$ cat config.mk
export PLATFORM = sky130hd
export DESIGN_NAME = sshh_ctrl
export DESIGN_NICKNAME = d
export VERILOG_FILES = /design/src/rtl/core/space_saving_heavy_hitter_table_unit_assert.svh /design/src/rtl/core/sshh_pkg.sv /design/src/rtl/core/sshh_ctrl.sv
export SDC_FILE = /design/constraint.sdc
export NUM_CORES = 1
export LEC_CHECK = 0
export ABC_AREA = 1
export BUFFER_PORTS_ARGS = -buffer_cell sky130_fd_sc_hd__buf_2
export CORE_AREA = 2 2 39 41
export CTS_BUF_LIST = sky130_fd_sc_hd__clkbuf_2 sky130_fd_sc_hd__clkbuf_4 sky130_fd_sc_hd__clkbuf_8
export DETAILED_ROUTE_END_ITERATION = 12
export DIE_AREA = 0 0 41 43
export MAX_ROUTING_LAYER = met4
export PLACE_DENSITY = 0.34
export SLEW_MARGIN = 20
export SYNTH_ARGS = -nofsm -noshare
export SYNTH_HDL_FRONTEND = slang
export SYNTH_SLANG_ARGS = --single-unit
export TNS_END_PERCENT = 30
$ cat constraint.sdc
create_clock -name clk_i -period 1.2 [get_ports clk_i]
set_input_delay 0.36 -clock clk_i [delete_from_list [all_inputs] [get_ports clk_i]]
set_output_delay 0.36 -clock clk_i [all_outputs]
set_load 0.02 [all_outputs]
$ cat src/rtl/core/space_saving_heavy_hitter_table_unit_assert.svh
// assertion helpers for the heavy-hitter table
`ifndef SPACE_SAVING_HEAVY_HITTER_TABLE_UNIT_ASSERT_SVH
`define SPACE_SAVING_HEAVY_HITTER_TABLE_UNIT_ASSERT_SVH

// same-cycle implication, sampled on clk_i, off during reset
`define SSHH_ASSERT_NOW(label, ante, cons) \
  label: assert property (@(posedge clk_i) disable iff (!rst_ni) (ante) |-> (cons)) \
    else $error("sshh assertion failed");

// next-cycle implication, sampled on clk_i, off during reset
`define SSHH_ASSERT_NEXT(label, ante, cons) \
  label: assert property (@(posedge clk_i) disable iff (!rst_ni) (ante) |=> (cons)) \
    else $error("sshh assertion failed");

`endif

$ cat src/rtl/core/sshh_pkg.sv
`default_nettype none

package sshh_pkg;

  localparam int unsigned Capacity = 64;
  localparam int unsigned IdxW     = $clog2(Capacity);
  localparam int unsigned UsedW    = $clog2(Capacity + 1);
  localparam int unsigned KeyW     = 32;
  localparam int unsigned CountW   = 32;
  localparam int unsigned StampW   = 40;
  localparam int unsigned CapW     = 7;
  localparam int unsigned CapReset = 64;
  localparam int unsigned CmpW     = (UsedW > CapW) ? UsedW : CapW;

  localparam logic [CountW-1:0] CountMax = '1;

  typedef struct packed {
    logic [KeyW-1:0]   key;
    logic [CountW-1:0] count;
    logic [CountW-1:0] over_est;
    logic [StampW-1:0] stamp;
  } entry_t;

  // controller to datapath
  typedef struct packed {
    logic start;
    logic scan_rd;
    logic commit;
  } ctrl_cmd_t;

  // datapath to controller
  typedef struct packed {
    logic scan_done;
    logic rd_pend;
    logic out_free;
  } dp_status_t;

  typedef enum logic [2:0] {
    StIdle   = 3'b001,
    StScan   = 3'b010,
    StCommit = 3'b100
  } ctrl_state_e;

endpackage

`default_nettype wire

$ cat src/rtl/core/sshh_ctrl.sv
`default_nettype none

module sshh_ctrl import sshh_pkg::*; (
  input  logic       clk_i,
  input  logic       rst_ni,
  input  logic       in_valid_i,
  output logic       in_ready_o,
  output ctrl_cmd_t  cmd_o,
  input  dp_status_t status_i
);

  ctrl_state_e state_q, state_d;

  assign in_ready_o    = (state_q == StIdle);
  assign cmd_o.start   = in_valid_i && (state_q == StIdle);
  assign cmd_o.scan_rd = (state_q == StScan) && !status_i.scan_done;
  assign cmd_o.commit  = (state_q == StCommit) && status_i.out_free;

  always_comb begin
    state_d = state_q;
    unique case (state_q)
      StIdle: begin
        if (in_valid_i) state_d = StScan;
      end
      StScan: begin
        // last read compared once nothing is in flight
        if (status_i.scan_done && !status_i.rd_pend) state_d = StCommit;
      end
      StCommit: begin
        if (status_i.out_free) state_d = StIdle;
      end
      default: state_d = StIdle;
    endcase
  end

  always_ff @(posedge clk_i or negedge rst_ni) begin
    if (!rst_ni) begin
      state_q <= StIdle;
    end else begin
      state_q <= state_d;
    end
  end

endmodule

`default_nettype wire

# --- Word-level counts from Yosys, hierarchy flattened ---
# Cells that the tools add are included.
totals:
  out_inout_bits: 4
  wordCells: 18
  register_bits: 3
  inputBits: 6
op_classes:
  eq_ne: 6
  n_reduce_logical: 7
  n_mux: 4
op_table:
  columns: ["cell", "count"]
  rows:
  - ["$mux 3", 3]
  - ["$pmux 3 s3", 1]
  - ["$logic_and 1x1->1", 4]
  - ["$ne 2x2->1 const B", 2]
  - ["$eq 3x1->1 const B", 1]
  - ["$eq 3x2->1 const B", 1]
  - ["$eq 3x3->1 const B", 1]
  - ["$reduce_and 3->1", 1]
  - ["$logic_not 1->1", 2]
  - ["$ne 2x1->1 const B", 1]

# --- Longest topological paths before layout ---
logic_depth:
  ltp_word: 4
  ltp_mapped: 7
  depth_no_buf: 7

# --- Worst setup path after synthesis ---
# OpenSTA, ideal clock, no wires.
synth_timing:
  path_kind: "register to output"
  start: "reg state_q[0]"
  end: "out cmd_o[2] (netlist name)"
  stages_incl_launch_ff: 5
  slack_ps: -180
  required_ps: 840
  n_path_buf: 0
  arrival_time_ps: 1020
  cell_sequence: "dfstp_2 -> inv_2 -> nor2_2 -> nand2_1 -> nor2_1"
synth_lines:
  columns: ["element", "line", "text"]
  rows:
  - ["from (decl)", "sshh_ctrl.sv:12", "ctrl_state_e state_q, state_d;"]
  - ["from (signal assigned)", "sshh_ctrl.sv:38", "state_q <= StIdle;"]
  - ["from (signal assigned)", "sshh_ctrl.sv:40", "state_q <= state_d;"]
  - ["to (decl)", "sshh_ctrl.sv:8", "output ctrl_cmd_t cmd_o,"]

==> results by group <==
Outcome
  – Outcome: finished with violations
  – Failing checks: setup timing

STA
  – Achievable Freq: 648 MHz
  – Crit path time final: 1.54 ns
  – Least-Margin Pin Slew: ~0.14 ns
  – Tcrit/Tclk final: 129%
  – Fin Clk Skew: 0.000391 ns
  – RSZ-0062 raised after global routing: yes
  – Final Max Slew Viols: 0
  – Slew headroom: 90.7%
  – Setup ws final: -0.343 ns
  – Hold Vio Cnt, Final: 0
  – Final setup vio count: 5
  – Hold Slack: 0.456 ns

Setup path
  – Startpoint type of the worst setup path: flop
  – Worst EP required: about 0.84 ns
  – Setup crit end kind: primary output
  – Critical path type: flop to primary output
  – CP dominant cell by count: nor2_4
  – Critical path, cell by cell: inv_2 > nor2_4 > nand2_4 > nor2_4 > buf_6
  – Crit path DAT: 1.18 ns
  – CP top delay family: flip-flops
  – Number of cells on the worst reg-to-reg path: 7
  – Crit path max-delay cell type: dfstp_2
  – Worst path depth: 5
  – CP peak stage delay: 0.53 ns
  – Worst Path Buf+Inv: 2
  – Worst-path fanout max: 3

Final layout
  – Design area: ~380 um^2
  – Most flops, register: state_q
  – N_diodes: 0
  – Commonest cells after routing, fill and taps aside: 7 x nand2_1, 7 x buf_4, 5 x inv_1, 5 x buf_2
  – Largest register FFs: 3
  – P&R area growth vs syn: 93.5%
  – Nets@finish: 57
  – Top flop regs: state_q x3
  – Fraction of layout cells with a size suffix above 1: 54.0%

Floorplanning
  – Initial Util: 14.0%
  – Total core area: 1380 um^2
  – I/O pins: 10
  – Die Span Y: about 43 um
  – Die area: 1760 um^2
  – Row count: 14
  – Die width: roughly 41 um

Global route
  – Antenna violations before repair: 0
  – Largest net degree at the start of global routing: 4
  – First-pass GRT wire length: 745 um
  – GRT Util Overall: 7.21%
  – Total global routing overflow: 0
  – Vias in the first global route: around 210

Placed design
  – Routability Congestion: 0.762
  – Placed instance area: 292 um^2
  – Post-DP HPWL: between 300 and 400 um
  – Port Buffers: 9

Clock network
  – Clock tree buffer depth: 2
  – Clock Pin Slew Worst Setup and Hold Paths: 0.04 ns
  – CTS tree: yes
  – Clock Sinks: 3
  – Worst-Skew Late Latency: 0.23 ns
  – Root Driver: clkbuf_4
  – Inserted Clock Buffers: 3
  – CTS H-tree depth: 1

Synth
  – Mapped Area: 194 um^2
  – Syn Area/Cell: 6.26 um^2
  – Syn Nets: 37
  – Seq/Total Area, Yosys: just under 40%
  – Synth cell types: 9
  – Mapped Cells: 31
  – Ys Warns: 0
  – Synth Register Bits: 3

Detailed routing
  – Total Wirelength: 518 um
  – Via count: 235
  – Remaining DRCs: 0
  – WL per Instance: 7.85 um
  – Post-DRT Antenna Nets: 0
  – Iter 0 DRT Violations: 6
  – Vias per cell: 3.56
  – First-pass DRT Iterations: 4

Power
  – Leak pwr: 0.218 nW
  – Peak supply drop: 0.000976 V
  – PwrDens: 2680 nW/um^2

Job
  – Max Cap Viol: 0

Worst hold path
  – Tightest Hold Check Type: primary input to asynchronous set/reset pin
cells in the mapped netlist:
cell	n	area [um^2]
dfrtp_1	2	50.1
dfstp_2	1	26.3
inv_1	7	26.3
inv_2	1	3.75
nand2_1	8	30.0
nand3_1	4	20.0
nor2_1	4	15.0
nor2_2	2	12.5
o21ai_1	2	10.0
metal layers:
| layer | GRT usage, % | up-vias | share of wire, % |
|---|---|---|---|
| met5 | - | - | 0 |
| met4 | 0 | 0 | 0 |
| met3 | 9.42 | 0 | 10 |
| met2 | 9.38 | 8 | 47 |
| met1 | 7.10 | 98 | 43 |
| li1 | - | 129 | - |
layout make-up:
cell class	instances	area, um^2
Clock buffer	4	30.0
Fill cell	151	1010
Inverter	8	30.0
Multi-Input combinational cell	20	108
Sequential cell	3	77.6
Tap cell	16	20.0
Timing Repair Buffer	15	110
stage by stage:
| stage | cells | util, % | total power, W | setup WS [ns] | setup TNS (ns) |
|---|---|---|---|---|---|
| 2_1_floorplan | 31 | - | 0.000492 | -0.0762 | -0.134 |
| 3_3_place_gp | 59 | 21.1 | 0.000653 | -0.176 | -0.317 |
| 3_5_place_dp | 59 | 21.1 | 0.000641 | -0.180 | -0.306 |
| 4_1_cts | 66 | 27.0 | 0.00101 | -0.377 | -1.27 |
| 5_1_grt | 66 | 27.1 | 0.00108 | -0.411 | -1.56 |
| 6_report | 66 | 27.1 | 0.00100 | -0.343 | -1.15 |
where the power goes:
| part | switching (W) | total (W) | internal, W | leakage (nW) |
|---|---|---|---|---|
| sequential | 0.0000403 | 0.000203 | 0.000163 | 0.0352 |
| clock | 0.0000545 | 0.000202 | 0.000147 | 0.0184 |
| combinational | 0.000306 | 0.000600 | 0.000294 | 0.164 |
worst paths after layout:
| check | end | slack [ns] | startpoint |
|---|---|---|---|
| worst max-delay path | cmd_o[2] | -0.34 | state_q[0]$_DFFE_PN1P_ |
| worst min-delay path | state_q[1]$_DFFE_PN0P_ | 0.46 | rst_ni |
| worst max register to register | state_q[0]$_DFFE_PN1P_ | 0 | state_q[0]$_DFFE_PN1P_ |
| worst min register to register | state_q[0]$_DFFE_PN1P_ | 0.61 | state_q[1]$_DFFE_PN0P_ |
| max in group asynchronous | state_q[0]$_DFFE_PN1P_ | 0.54 | rst_ni |
| min in group clk_i | state_q[1]$_DFFE_PN0P_ | 0.46 | in_valid_i |
logic make-up after synthesis:
group,count (synthesis),share of synthesized area [%]
AO/OA/AOI/OAI,2,5.16
buffers and inverters,8,15.5
flip-flops,3,39.4
AND/OR/NAND/NOR,18,40.0
worst register-to-register path: stages (launching register included):
cell	delay, ns
dfstp_2	0.53
inv_2	0.05
nor2_4	0.10
nand2_4	0.07
buf_4	0.13
buf_4	0.12
nand2_1	0.05
o21ai_1	0.07
what timing repair did:
item / 4_1_cts / 5_1_grt
endpoints found under the setup margin: 4 / 7
resized for setup: 9 / 1
setup buffers: 2 / 0
hold buffers: 1 / 0
hold endpoints to repair: 2 / 0
pin swaps: 4 / 1
(Power assumes the default switching activity.)
